`src/design/windowed_rms_current_meter_defines.svh`:
```
// Assertion macros used by the RMS meter sequencer (wrms_ctrl).
`ifndef WINDOWED_RMS_CURRENT_METER_DEFINES_SVH
`define WINDOWED_RMS_CURRENT_METER_DEFINES_SVH
`ifndef SYNTHESIS
`define WRMS_ASSERT(label, prop) \
    label: assert property (@(posedge clk) disable iff (!rst_n) prop) \
        else $error("wrms check failed");
`define WRMS_ASSERT_NEXT(label, trig, res) \
    label: assert property (@(posedge clk) disable iff (!rst_n) (trig) |=> (res)) \
        else $error("wrms check failed");
`else
`define WRMS_ASSERT(label, prop)
`define WRMS_ASSERT_NEXT(label, trig, res)
`endif
`endif

```
`src/design/wrms_pkg.sv`:
```
// Types, widths and constants of the windowed RMS current meter.
package wrms_pkg;

    localparam int ADC_BITS   = 12;
    localparam int COUNT_BITS = 24;

    localparam int SMP_BITS   = 12;
    localparam int SQ_BITS    = 2 * SMP_BITS;
    localparam int SUM_BITS   = 48;
    localparam int ROOT_BITS  = SUM_BITS / 2;
    localparam int TICK_BITS  = 20;
    localparam int GAIN_BITS  = 24;
    localparam int PROD_BITS  = ROOT_BITS + GAIN_BITS;
    localparam int RMS_BITS   = 12;
    localparam int MA_BITS    = 16;
    localparam int TOTAL_BITS = 24;
    localparam int STEP_BITS  = $clog2(SUM_BITS);

    localparam int CFG_IDX_BITS  = 2;
    localparam int CFG_DATA_BITS = 24;

    localparam logic [CFG_IDX_BITS-1:0] REG_ZERO_POINT = 2'd0;
    localparam logic [CFG_IDX_BITS-1:0] REG_PERIOD_US  = 2'd1;
    localparam logic [CFG_IDX_BITS-1:0] REG_GAIN_Q16   = 2'd2;

    localparam logic [SMP_BITS-1:0]  ZERO_POINT_RESET = 12'd2048;
    localparam logic [TICK_BITS-1:0] PERIOD_RESET     = 20'd20000;
    localparam logic [GAIN_BITS-1:0] GAIN_RESET       = 24'd285468;

    localparam logic [SMP_BITS-1:0] SMP_MASK = SMP_BITS'((64'd1 << ADC_BITS) - 64'd1);

    localparam logic [STEP_BITS-1:0] DIV_LAST  = STEP_BITS'(SUM_BITS - 1);
    localparam logic [STEP_BITS-1:0] ROOT_LAST = STEP_BITS'(ROOT_BITS - 1);

    typedef enum logic [2:0] {
        ST_IDLE,
        ST_DIV,
        ST_ROOT,
        ST_MUL,
        ST_EMIT
    } state_t;

    typedef struct packed {
        logic take;
        logic div_step;
        logic root_step;
        logic mul_load;
        logic out_load;
        logic out_empty;
    } cmd_t;

    typedef struct packed {
        logic close_hit;
        logic empty;
    } status_t;

endpackage

```
`src/design/wrms_ctrl.sv`:
```
// Sequencer for window close: divide, root, multiply and result handoff.
`include "windowed_rms_current_meter_defines.svh"

module wrms_ctrl (
    input  logic            clk,
    input  logic            rst_n,
    input  logic            in_valid,
    output logic            in_stall,
    output logic            out_valid,
    input  logic            out_stall,
    input  wrms_pkg::status_t status,
    output wrms_pkg::cmd_t  ctrl
);
    import wrms_pkg::*;

    state_t               state_reg, state_next;
    logic [STEP_BITS-1:0] step_reg, step_next;
    logic                 out_valid_reg, out_valid_next;
    logic                 take;

    always_ff @(posedge clk or negedge rst_n)
    begin
        if (!rst_n)
        begin
            state_reg     <= ST_IDLE;
            step_reg      <= '0;
            out_valid_reg <= 1'b0;
        end
        else
        begin
            state_reg     <= state_next;
            step_reg      <= step_next;
            out_valid_reg <= out_valid_next;
        end
    end

    // hold a closing tick while a close is in flight or a result waits
    assign in_stall  = status.close_hit & ((state_reg != ST_IDLE) | out_valid_reg);
    assign take      = in_valid & ~in_stall;
    assign out_valid = out_valid_reg;

    always_comb
    begin
        state_next     = state_reg;
        step_next      = step_reg;
        out_valid_next = out_valid_reg & out_stall;
        ctrl           = '0;
        ctrl.take      = take;
        case (state_reg)
            ST_IDLE:
            begin
                if (take && status.close_hit)
                begin
                    step_next = '0;
                    if (status.empty)
                    begin
                        ctrl.out_empty = 1'b1;
                        out_valid_next = 1'b1;
                    end
                    else
                    begin
                        state_next = ST_DIV;
                    end
                end
            end
            ST_DIV:
            begin
                ctrl.div_step = 1'b1;
                step_next     = step_reg + 1'b1;
                if (step_reg == DIV_LAST)
                begin
                    step_next  = '0;
                    state_next = ST_ROOT;
                end
            end
            ST_ROOT:
            begin
                ctrl.root_step = 1'b1;
                step_next      = step_reg + 1'b1;
                if (step_reg == ROOT_LAST)
                begin
                    step_next  = '0;
                    state_next = ST_MUL;
                end
            end
            ST_MUL:
            begin
                ctrl.mul_load = 1'b1;
                state_next    = ST_EMIT;
            end
            ST_EMIT:
            begin
                ctrl.out_load  = 1'b1;
                out_valid_next = 1'b1;
                state_next     = ST_IDLE;
            end
            default:
            begin
                state_next = ST_IDLE;
                step_next  = '0;
            end
        endcase
    end

    `WRMS_ASSERT(a_close_only_when_free, (take && status.close_hit) |-> (state_reg == ST_IDLE && !out_valid_reg))
    `WRMS_ASSERT(a_result_source, $rose(out_valid_reg) |-> ($past(state_reg) == ST_EMIT || ($past(take) && $past(status.empty))))
    `WRMS_ASSERT_NEXT(a_div_runs_full, (state_reg == ST_DIV && step_reg != DIV_LAST), (state_reg == ST_DIV))
    `WRMS_ASSERT_NEXT(a_emit_sets_valid, (state_reg == ST_EMIT), out_valid_reg)

endmodule

```
`src/design/wrms_datapath.sv`:
```
// Accumulators, config registers, divider, root, gain multiply and result word.
module wrms_datapath (
    input  logic                                  clk,
    input  logic                                  rst_n,
    input  logic                                  cfg_write,
    input  logic [wrms_pkg::CFG_IDX_BITS-1:0]     cfg_index,
    input  logic [wrms_pkg::CFG_DATA_BITS-1:0]    cfg_data,
    input  logic                                  cmd,
    input  logic [wrms_pkg::SMP_BITS-1:0]         sample,
    input  wrms_pkg::cmd_t                        ctrl,
    output wrms_pkg::status_t                     status,
    output logic [wrms_pkg::RMS_BITS-1:0]         rms_counts,
    output logic [wrms_pkg::MA_BITS-1:0]          current_ma,
    output logic [wrms_pkg::TOTAL_BITS-1:0]       sample_total,
    output logic                                  empty_window,
    output logic                                  count_saturated
);
    import wrms_pkg::*;

    localparam logic [TOTAL_BITS-1:0] TOTAL_MAX = '1;
    localparam logic [SUM_BITS-1:0]   SUM_MAX   = '1;

    // configuration
    logic [SMP_BITS-1:0]  zero_point_reg;
    logic [TICK_BITS-1:0] period_reg;
    logic [GAIN_BITS-1:0] gain_reg;

    // open window
    logic [SUM_BITS-1:0]   sum_reg;
    logic [COUNT_BITS-1:0] count_reg;
    logic [TICK_BITS-1:0]  ticks_reg;
    logic                  sat_reg;

    // closed window work
    logic [SUM_BITS-1:0]    quo_reg;
    logic [COUNT_BITS-1:0]  rem_reg;
    logic [COUNT_BITS-1:0]  div_reg;
    logic                   sat_snap_reg;
    logic [ROOT_BITS+1:0]   sq_rem_reg;
    logic [ROOT_BITS-1:0]   root_reg;
    logic [PROD_BITS-1:0]   prod_reg;

    // result word
    logic [RMS_BITS-1:0]   rms_reg;
    logic [MA_BITS-1:0]    ma_reg;
    logic [TOTAL_BITS-1:0] total_reg;
    logic                  empty_reg;
    logic                  csat_reg;

    logic [SMP_BITS-1:0]        s_m, z_m;
    logic signed [SMP_BITS:0]   diff;
    logic signed [SQ_BITS+1:0]  sq_full;
    logic [SQ_BITS-1:0]         sq;
    logic [SUM_BITS:0]          sum_add;
    logic [TICK_BITS-1:0]       ticks_p1;
    logic                       closing;

    logic [COUNT_BITS:0]        div_sh;
    logic                       div_ge;
    logic [ROOT_BITS+3:0]       rt_sh;
    logic [ROOT_BITS+3:0]       rt_trial;
    logic                       rt_ge;
    logic [32:0]                tot_ext;
    logic [TOTAL_BITS-1:0]      tot_sat;

    always_comb
    begin
        s_m      = sample & SMP_MASK;
        z_m      = zero_point_reg & SMP_MASK;
        diff     = $signed({1'b0, s_m}) - $signed({1'b0, z_m});
        sq_full  = diff * diff;
        sq       = sq_full[SQ_BITS-1:0];
        sum_add  = {1'b0, sum_reg} + (SUM_BITS + 1)'(sq);
        ticks_p1 = ticks_reg + 1'b1;
        closing  = cmd & (ticks_p1 >= period_reg);

        div_sh   = {rem_reg, quo_reg[SUM_BITS-1]};
        div_ge   = div_sh >= {1'b0, div_reg};

        rt_sh    = {sq_rem_reg, quo_reg[SUM_BITS-1:SUM_BITS-2]};
        rt_trial = (ROOT_BITS + 4)'({root_reg, 2'b01});
        rt_ge    = rt_sh >= rt_trial;

        tot_ext  = 33'(div_reg);
        tot_sat  = (tot_ext > 33'(TOTAL_MAX)) ? TOTAL_MAX : tot_ext[TOTAL_BITS-1:0];
    end

    assign status.close_hit = closing;
    assign status.empty     = (count_reg == '0);

    always_ff @(posedge clk or negedge rst_n)
    begin
        if (!rst_n)
        begin
            zero_point_reg <= ZERO_POINT_RESET;
            period_reg     <= PERIOD_RESET;
            gain_reg       <= GAIN_RESET;
        end
        else if (cfg_write)
        begin
            case (cfg_index)
                REG_ZERO_POINT: zero_point_reg <= cfg_data[SMP_BITS-1:0];
                REG_PERIOD_US:  period_reg     <= cfg_data[TICK_BITS-1:0];
                REG_GAIN_Q16:   gain_reg       <= cfg_data[GAIN_BITS-1:0];
                default:        ;
            endcase
        end
    end

    always_ff @(posedge clk or negedge rst_n)
    begin
        if (!rst_n)
        begin
            sum_reg   <= '0;
            count_reg <= '0;
            ticks_reg <= '0;
            sat_reg   <= 1'b0;
        end
        else if (ctrl.take)
        begin
            if (!cmd)
            begin
                // drop the word once the count is full
                if (&count_reg)
                begin
                    sat_reg <= 1'b1;
                end
                else
                begin
                    sum_reg   <= sum_add[SUM_BITS] ? SUM_MAX : sum_add[SUM_BITS-1:0];
                    count_reg <= count_reg + 1'b1;
                end
            end
            else if (closing)
            begin
                sum_reg   <= '0;
                count_reg <= '0;
                ticks_reg <= '0;
                sat_reg   <= 1'b0;
            end
            else
            begin
                ticks_reg <= ticks_p1;
            end
        end
    end

    // quo_reg holds dividend, then quotient, then feeds the root two bits a step
    always_ff @(posedge clk)
    begin
        if (ctrl.take && closing)
        begin
            quo_reg      <= sum_reg;
            div_reg      <= count_reg;
            sat_snap_reg <= sat_reg;
            rem_reg      <= '0;
            sq_rem_reg   <= '0;
            root_reg     <= '0;
        end
        else if (ctrl.div_step)
        begin
            rem_reg <= div_ge ? COUNT_BITS'(div_sh - {1'b0, div_reg}) : div_sh[COUNT_BITS-1:0];
            quo_reg <= {quo_reg[SUM_BITS-2:0], div_ge};
        end
        else if (ctrl.root_step)
        begin
            sq_rem_reg <= rt_ge ? (ROOT_BITS + 2)'(rt_sh - rt_trial) : rt_sh[ROOT_BITS+1:0];
            root_reg   <= {root_reg[ROOT_BITS-2:0], rt_ge};
            quo_reg    <= {quo_reg[SUM_BITS-3:0], 2'b00};
        end
        if (ctrl.mul_load)
        begin
            prod_reg <= root_reg * gain_reg;
        end
    end

    always_ff @(posedge clk)
    begin
        if (ctrl.out_empty)
        begin
            rms_reg   <= '0;
            ma_reg    <= '0;
            total_reg <= '0;
            empty_reg <= 1'b1;
            csat_reg  <= 1'b0;
        end
        else if (ctrl.out_load)
        begin
            rms_reg   <= (|root_reg[ROOT_BITS-1:RMS_BITS]) ? '1 : root_reg[RMS_BITS-1:0];
            ma_reg    <= (|prod_reg[PROD_BITS-1:16+MA_BITS]) ? '1 : prod_reg[16+MA_BITS-1:16];
            total_reg <= tot_sat;
            empty_reg <= 1'b0;
            csat_reg  <= sat_snap_reg;
        end
    end

    assign rms_counts      = rms_reg;
    assign current_ma      = ma_reg;
    assign sample_total    = total_reg;
    assign empty_window    = empty_reg;
    assign count_saturated = csat_reg;

endmodule

```
`src/design/windowed_rms_current_meter.sv`:
```
// Windowed RMS current meter: top level joining sequencer and datapath.
// Every sample or tick word is taken in the cycle it is offered unless stalled.
// A tick that closes the window starts a run in the background: the one-bit-a-
// cycle restoring divider (sum over count), the two-bits-a-cycle square root,
// the gain multiply and the loading of the result, in that order.
// Samples and ticks keep flowing into the fresh window during that run; only
// a further closing tick is stalled until the run ends and the previous result
// has been taken. An empty window gives its flagged result at the closing tick.
module windowed_rms_current_meter (
    input  logic                               clk,
    input  logic                               rst_n,
    input  logic                               cfg_write,
    input  logic [wrms_pkg::CFG_IDX_BITS-1:0]  cfg_index,
    input  logic [wrms_pkg::CFG_DATA_BITS-1:0] cfg_data,
    input  logic                               in_valid,
    output logic                               in_stall,
    input  logic                               cmd,
    input  logic [wrms_pkg::SMP_BITS-1:0]      sample,
    output logic                               out_valid,
    input  logic                               out_stall,
    output logic [wrms_pkg::RMS_BITS-1:0]      rms_counts,
    output logic [wrms_pkg::MA_BITS-1:0]       current_ma,
    output logic [wrms_pkg::TOTAL_BITS-1:0]    sample_total,
    output logic                               empty_window,
    output logic                               count_saturated
);
    import wrms_pkg::*;

    cmd_t    ctrl;
    status_t status;

    wrms_ctrl u_ctrl (
        .clk       (clk),
        .rst_n     (rst_n),
        .in_valid  (in_valid),
        .in_stall  (in_stall),
        .out_valid (out_valid),
        .out_stall (out_stall),
        .status    (status),
        .ctrl      (ctrl)
    );

    wrms_datapath u_datapath (
        .clk             (clk),
        .rst_n           (rst_n),
        .cfg_write       (cfg_write),
        .cfg_index       (cfg_index),
        .cfg_data        (cfg_data),
        .cmd             (cmd),
        .sample          (sample),
        .ctrl            (ctrl),
        .status          (status),
        .rms_counts      (rms_counts),
        .current_ma      (current_ma),
        .sample_total    (sample_total),
        .empty_window    (empty_window),
        .count_saturated (count_saturated)
    );

endmodule

```
`config.mk`:
```
export PLATFORM = sky130hd
export DESIGN_NAME = windowed_rms_current_meter
export DESIGN_NICKNAME = d
export VERILOG_FILES = /design/src/design/wrms_pkg.sv /design/src/design/wrms_ctrl.sv /design/src/design/wrms_datapath.sv /design/src/design/windowed_rms_current_meter.sv
export VERILOG_INCLUDE_DIRS = /design/src /design/src/design
export SDC_FILE = /design/constraint.sdc
export NUM_CORES = 2
export LEC_CHECK = 0
export BUFFER_PORTS_ARGS = -buffer_cell sky130_fd_sc_hd__buf_2
export CELL_PAD_IN_SITES_DETAIL_PLACEMENT = 1
export CELL_PAD_IN_SITES_GLOBAL_PLACEMENT = 2
export CORE_MARGIN = 2
export CORE_UTILIZATION = 42
export DETAILED_ROUTE_END_ITERATION = 7
export PLACE_DENSITY_LB_ADDON = 0.1
export SLEW_MARGIN = 20
export SYNTH_ARGS = -nofsm -noshare
export SYNTH_HDL_FRONTEND = slang
export SYNTH_SLANG_ARGS = --single-unit
```
`constraint.sdc`:
```
create_clock -name clk -period 11.4 [get_ports clk]
set_input_delay 1.14 -clock clk [delete_from_list [all_inputs] [get_ports clk]]
set_output_delay 1.14 -clock clk [all_outputs]
set_load 0.01 [all_outputs]
```
== After elaboration in Yosys (flattened, before gate mapping) ==
Index checks and enable logic that the tools add are counted.
Widths: inputs -> output; s select.

* Register bits: 408
* Bits of input ports: 44
* Output and inout bits: 56
* Word-level logic and storage cells: 113

* $add $sub $neg: 7
* Multipliers: 2
* $lt $le $gt $ge: 3
* Equality and inequality tests: 14
* Multiplexer cells: 37
* Bitwise operators: 8
* Reductions and logical operators: 20

{| class="wikitable"
|+ Operators by type and width
! operator !! number
|-
| $mux 48 || 7
|-
| $mux 24 || 4
|-
| $add 48x24->49 || 1
|-
| $mul 24x24->48 || 1
|-
| $ge 28x26->1 || 1
|-
| $mux 26 || 1
|-
| $sub 26x26->26 || 1
|-
| $ge 25x24->1 || 1
|-
| $add 24x1->24 const B || 1
|-
| $logic_not 24->1 || 1
|-
| $mul 13x13->24 || 1
|-
| $pmux 6 s4 || 1
|-
| $reduce_and 24->1 || 1
|-
| $sub 24x24->24 || 1
|-
| $add 20x1->20 const B || 1
|-
| $ge 20x20->1 || 1
|-
| $mux 20 || 1
|-
| $mux 6 || 3
|-
| $mux 16 || 1
|-
| $reduce_or 16->1 || 1
|-
| $sub 12x12->13 || 1
|-
| $mux 1 || 12
|-
| $mux 12 || 1
|-
| $mux 3 || 4
|-
| other kinds (25) || 42
|}

== Longest topological paths before layout ==
* Depth after elaboration: 9
* Depth in mapped cells: 44
* Gate-level depth less buffers: 42

== Hierarchy ==
From an unflattened synthesis, not the netlist that was laid out.

* Cell total of the unflattened synthesis: 4865
* Area, all modules: 44251.2 µm²

{| class="wikitable"
|+ By module, submodules not included
! module !! times used !! cells an instance !! area an instance (µm²) !! sequential area each (µm²)
|-
| wrms_datapath || 1 || 4795 || 43604.3 || 9462.8
|-
| wrms_ctrl || 1 || 70 || 646.9 || 250.2
|}

== Worst setup path before layout ==
No wires, ideal clock.

* Kind: input to register
* Start: in sample[0] (netlist bit)
* End: reg u_datapath.sum_reg[46]
* Setup time: 0.119 ns
* Arrival: 10.341 ns
* Required time: 11.281 ns
* Slack: 0.940 ns
* Stages: 38
* Cells stage by stage: inv_1 > ha_1 > fa_1 > nor2b_1 > o21ai_0 > a21o_1 > a31oi_1 > a21o_1 > a2111oi_0 > nor3_1 > clkbuf_1 > clkbuf_1 > nor2_1 > fa_1 > inv_1 > fa_1 > inv_1 > fa_1 > [2 not listed] > ha_1 > ha_1 > or3_1 > a211o_1 > a31oi_1 > nor2b_1 > o21a_1 > o22a_1 > xnor2_1 > ha_1 > nand2_1 > o21ai_0 > a21oi_2 > or2_1 > buf_4 > or4_1 > a21oi_1 > nor2_1

* Cells in the longest elaborated chain, start to end: 6

{| class="wikitable"
|+ Ends and longest elaborated chain
! what !! line !! source
|-
| start, declared || windowed_rms_current_meter.sv:18 || <nowiki>input logic [wrms_pkg::SMP_BITS-1:0] sample,</nowiki>
|-
| $sub 12x12->13 || wrms_datapath.sv:70 || <nowiki>diff = $signed({1'b0, s_m}) - $signed({1'b0, z_m});</nowiki>
|-
| $mul 13x13->24 || wrms_datapath.sv:71 || <nowiki>sq_full = diff * diff;</nowiki>
|-
| $add 48x24->49 || wrms_datapath.sv:73 || <nowiki>sum_add = {1'b0, sum_reg} + (SUM_BITS + 1)'(sq);</nowiki>
|-
| $mux 48 || wrms_datapath.sv:130 || <nowiki>sum_reg <= sum_add[SUM_BITS] ? SUM_MAX : sum_add[SUM_BITS-1:0];</nowiki>
|-
| $mux 48 || wrms_datapath.sv:124 || <nowiki>if (&count_reg)</nowiki>
|-
| $mux 48 || wrms_datapath.sv:121 || <nowiki>if (!cmd)</nowiki>
|-
| end signal, assigned || wrms_datapath.sv:130 ||
|-
| end, declared || wrms_datapath.sv:29 || <nowiki>logic [SUM_BITS-1:0] sum_reg;</nowiki>
|}

Every way passes these cells. The select of a mux whose other input is x is not followed.
A chain may end at the register's enable or synchronous reset.

== Final worst setup path ==
* Start: in sample[0] (netlist bit)
* End: reg u_datapath.sum_reg[47]

Same word-level chain as after synthesis.

==> summary.md <==
| Metric | Value |
|---|---|
| Req. time, crit path | 11900 ps |
| Max Freq | 98.8 MHz |
| RSZ-0062 raised after global routing | false |
| Post-synthesis simple-gate area fraction | ~16% |
| Area contributors post-synth | fa_1, ha_1, dfrtp_1 |
| Final Critical Period | 10120 ps |
| Final Non-Filler Cells | ~6300 |
| Initial Util | 42.2% |
| Vias in the first global route | about 36000 |
| Top_reg_cell synth | dfrtp_1 |
| Setup_tns | 0 ps |
| Post-CTS sizing | 0 |
| Via Count | 32705 |
| CP Buf/Inv Count | 7 |
| Synth Net Count | 5838 |
| FILL cells | around 12000 |
| Hold Buf Count CTS | 0 |
| CTS tree | done |
| Register area share after synthesis | roughly 22% |
| Skew final | approximately 52 ps |
| Fin. Hold Viols | 0 |
| Synth top area share | 28.1% |
| Max incr delay on CP | roughly 570 ps |
| Largest family of logic cells by synthesized area | adder cells |
| Top post-synthesis cells by count | nand2_1, inv_1, fa_1, ha_1, nor2_1 |
| Mapped Area | ~44000 um2 |
| Worst R2R End | u_datapath.sum_reg[47] |
| Critical Path Start | sample[0] |
| Critical Path AT | 10620 ps |
| Initial antenna violation count | 1 |
| Synth Area in Adders | roughly two fifths |
| Final nets | 5828 |
| Clock-pin slew of the registers on the worst-case setup and hold paths | 60 ps |
| CP Class | primary input to flip-flop |
| Slew @ Worst Pin | just over 1000 ps |
| DIE AREA | 107000 um2 |
| Synthesis-to-finish area growth | 8.67% |
| Die X | 326 um |
| HP Class | primary input to asynchronous set/reset pin |
| Multiplexer share of the synthesized area | roughly 1.8% |
| Post-detail-place hpwl | just over 90000 um |
| FP Rows | about 120 |
| Critical path's most frequent cell | fa_1 |
| Fraction of layout cells with a size suffix above 1 | under 10% |
| Final Max Tran Viols | 0 |
| CP endpoint kind | flip-flop |
| Iter 0 DRT Violations | ~1500 |
| Largest net degree at the start of global routing | between 90 and 100 |
| Yosys warns | 0 |
| CORE AREA | roughly 100000 um2 |
| Routed Antenna Nets | 0 |
| Rel. slew slack | between 30% and 40% |
| GR Overflow Total | 0 |
| Most common cell in the synthesized netlist | nand2_1 |
| Final Cycle Share | between 80% and 90% |
| I/O pin total | 100 |
| Status | finished clean |
| Worst Path Max Fanout | 20 |
| FF-to-FF Start | u_datapath.z_m[0] |
| Register bit total from synthesis | around 390 |
| Initial DRT Pass Iterations | 5 |
| Global-route usage over all layers | approximately a quarter |
| Slowest CP cell | a2111oi_0 |
| R2R depth | slightly above 40 |
| Total Wirelength | approximately 120000 um |
| FF-to-FF setup slack | between 1500 and 2000 ps |
| Post-synth top area cell | fa_1 |
| Crit start category | primary input |
| Post-CTS Setup Bufs | 0 |
| Longest Clk Path Bufs | 3 |
| Avg Cell Area, Syn | 9.03 um2 |
| Avg WL per Cell | 19.4 um |
| Synth cell types | between 80 and 90 |
| Final setup viols | 0 |
| Cell count after synthesis | between 4000 and 5000 |
| Xor/xnor cell area share of the yosys netlist | 3.33% |
| Number of remaining DRC errors | 0 |
| Kind of cell adding the most delay to the critical path | adder cells |
| Die Height | between 300 and 400 um |
| Num CTS Buffers | 53 |
| Via density | 5.23 |
| Max-Cap Viols | 0 |
| Clk Latency, worst-skew pair | 670 ps |
| Post-synth EDFFs | roughly 110 |
| Synth Area in Compound Gates | about a tenth |
| GP Congestion | slightly above 0.8 |
| Placed insts | about 6000 |
| Asr flop ratio synth | ~41% |
| First-pass GRT wire length | around 200000 um |
| Clk sinks | around 390 |
| Clk root buf | clkbuf_16 |
| Number of port buffers | 99 |
| N_diodes | 0 |
| H-tree lvl count | 2 |
kinds of logic (layout without fill, tap and decap cells):
group / count (synthesis) / in the layout
DFF: 392 / 392
and+or+nand+nor: 1580 / 1580
other: 1 / 1
xor gates and xnor gates: 166 / 166
AOI/OAI and AO/OA: 659 / 659
muxes: 71 / 71
adders and majority gates: 959 / 959
buffers and inverters: 1007 / 1042
worst max-delay path by stage:
stage,slack (ps),endpoint,cells after the start
6_report,1280,u_datapath.sum_reg[47],43
5_1_grt,380,u_datapath.sum_reg[47],43
4_1_cts,1240,u_datapath.sum_reg[47],41
3_5_place_dp,580,u_datapath.sum_reg[47],41
3_3_place_gp,720,u_datapath.sum_reg[47],43
2_1_floorplan,940,u_datapath.sum_reg[46],38
area by class of cell:
| cell class | instances | area [um2] | share of cell area [%] |
|---|---|---|---|
| multi-input combinational | 3436 | 30200 | 63.7 |
| sequential | 392 | 9720 | 20.5 |
| inverter | 771 | 2900 | 6.11 |
| tap | 1380 | 1730 | 3.64 |
| clock buffer | 60 | 1360 | 2.87 |
| timing repair buffer | 171 | 1070 | 2.27 |
| clock inverter | 40 | 447 | 0.942 |
routing by layer:
| layer | global-route usage [%] | part of all wire, % | up-vias |
|---|---|---|---|
| li1 | - | - | 15421 |
| met1 | 32.1 | 47 | 16799 |
| met2 | 40.2 | 49 | 361 |
| met3 | 2.01 | 2.4 | 124 |
| met4 | 5.12 | 1.9 | 0 |
| met5 | 0 | 0 | - |
cell usage in the layout (no fill, tap or decap), drive strengths merged, types with 21 or more instances in the layout:
master  instances
a21oi         178
xnor2         104
fa            613
o21ai         152
mux2           45
nand2         789
dfrtp         144
nor2b          21
clkbuf         60
nand4          27
a211oi         39
xor2           62
and2          207
a21o           45
ha            346
buf           171
nor2          299
nor3           44
edfxtp        105
mux2i          26
clkinv         26
nand3          54
and3           28
inv           775
a31oi          67
o22ai          29
nand2b         34
o21a           28
dfxtp         128
through the flow:
step | cell area [um2] | setup WS (ps) | hold slack [ps] | util (%)
finish | 47400 | 1280 | 412 | 45.9
CTS | 47400 | 1240 | 390 | 45.9
global placement | 45600 | 716 | 432 | 44.1
floorplan | 43700 | 940 | 425 | -
global route | 47400 | 384 | 408 | 45.9
detailed placement | 45600 | 582 | 445 | 44.1
Power is left out: the tool's default activity adds up to more than one toggle a clock period on the data nets, which glitch-free logic cannot reach.
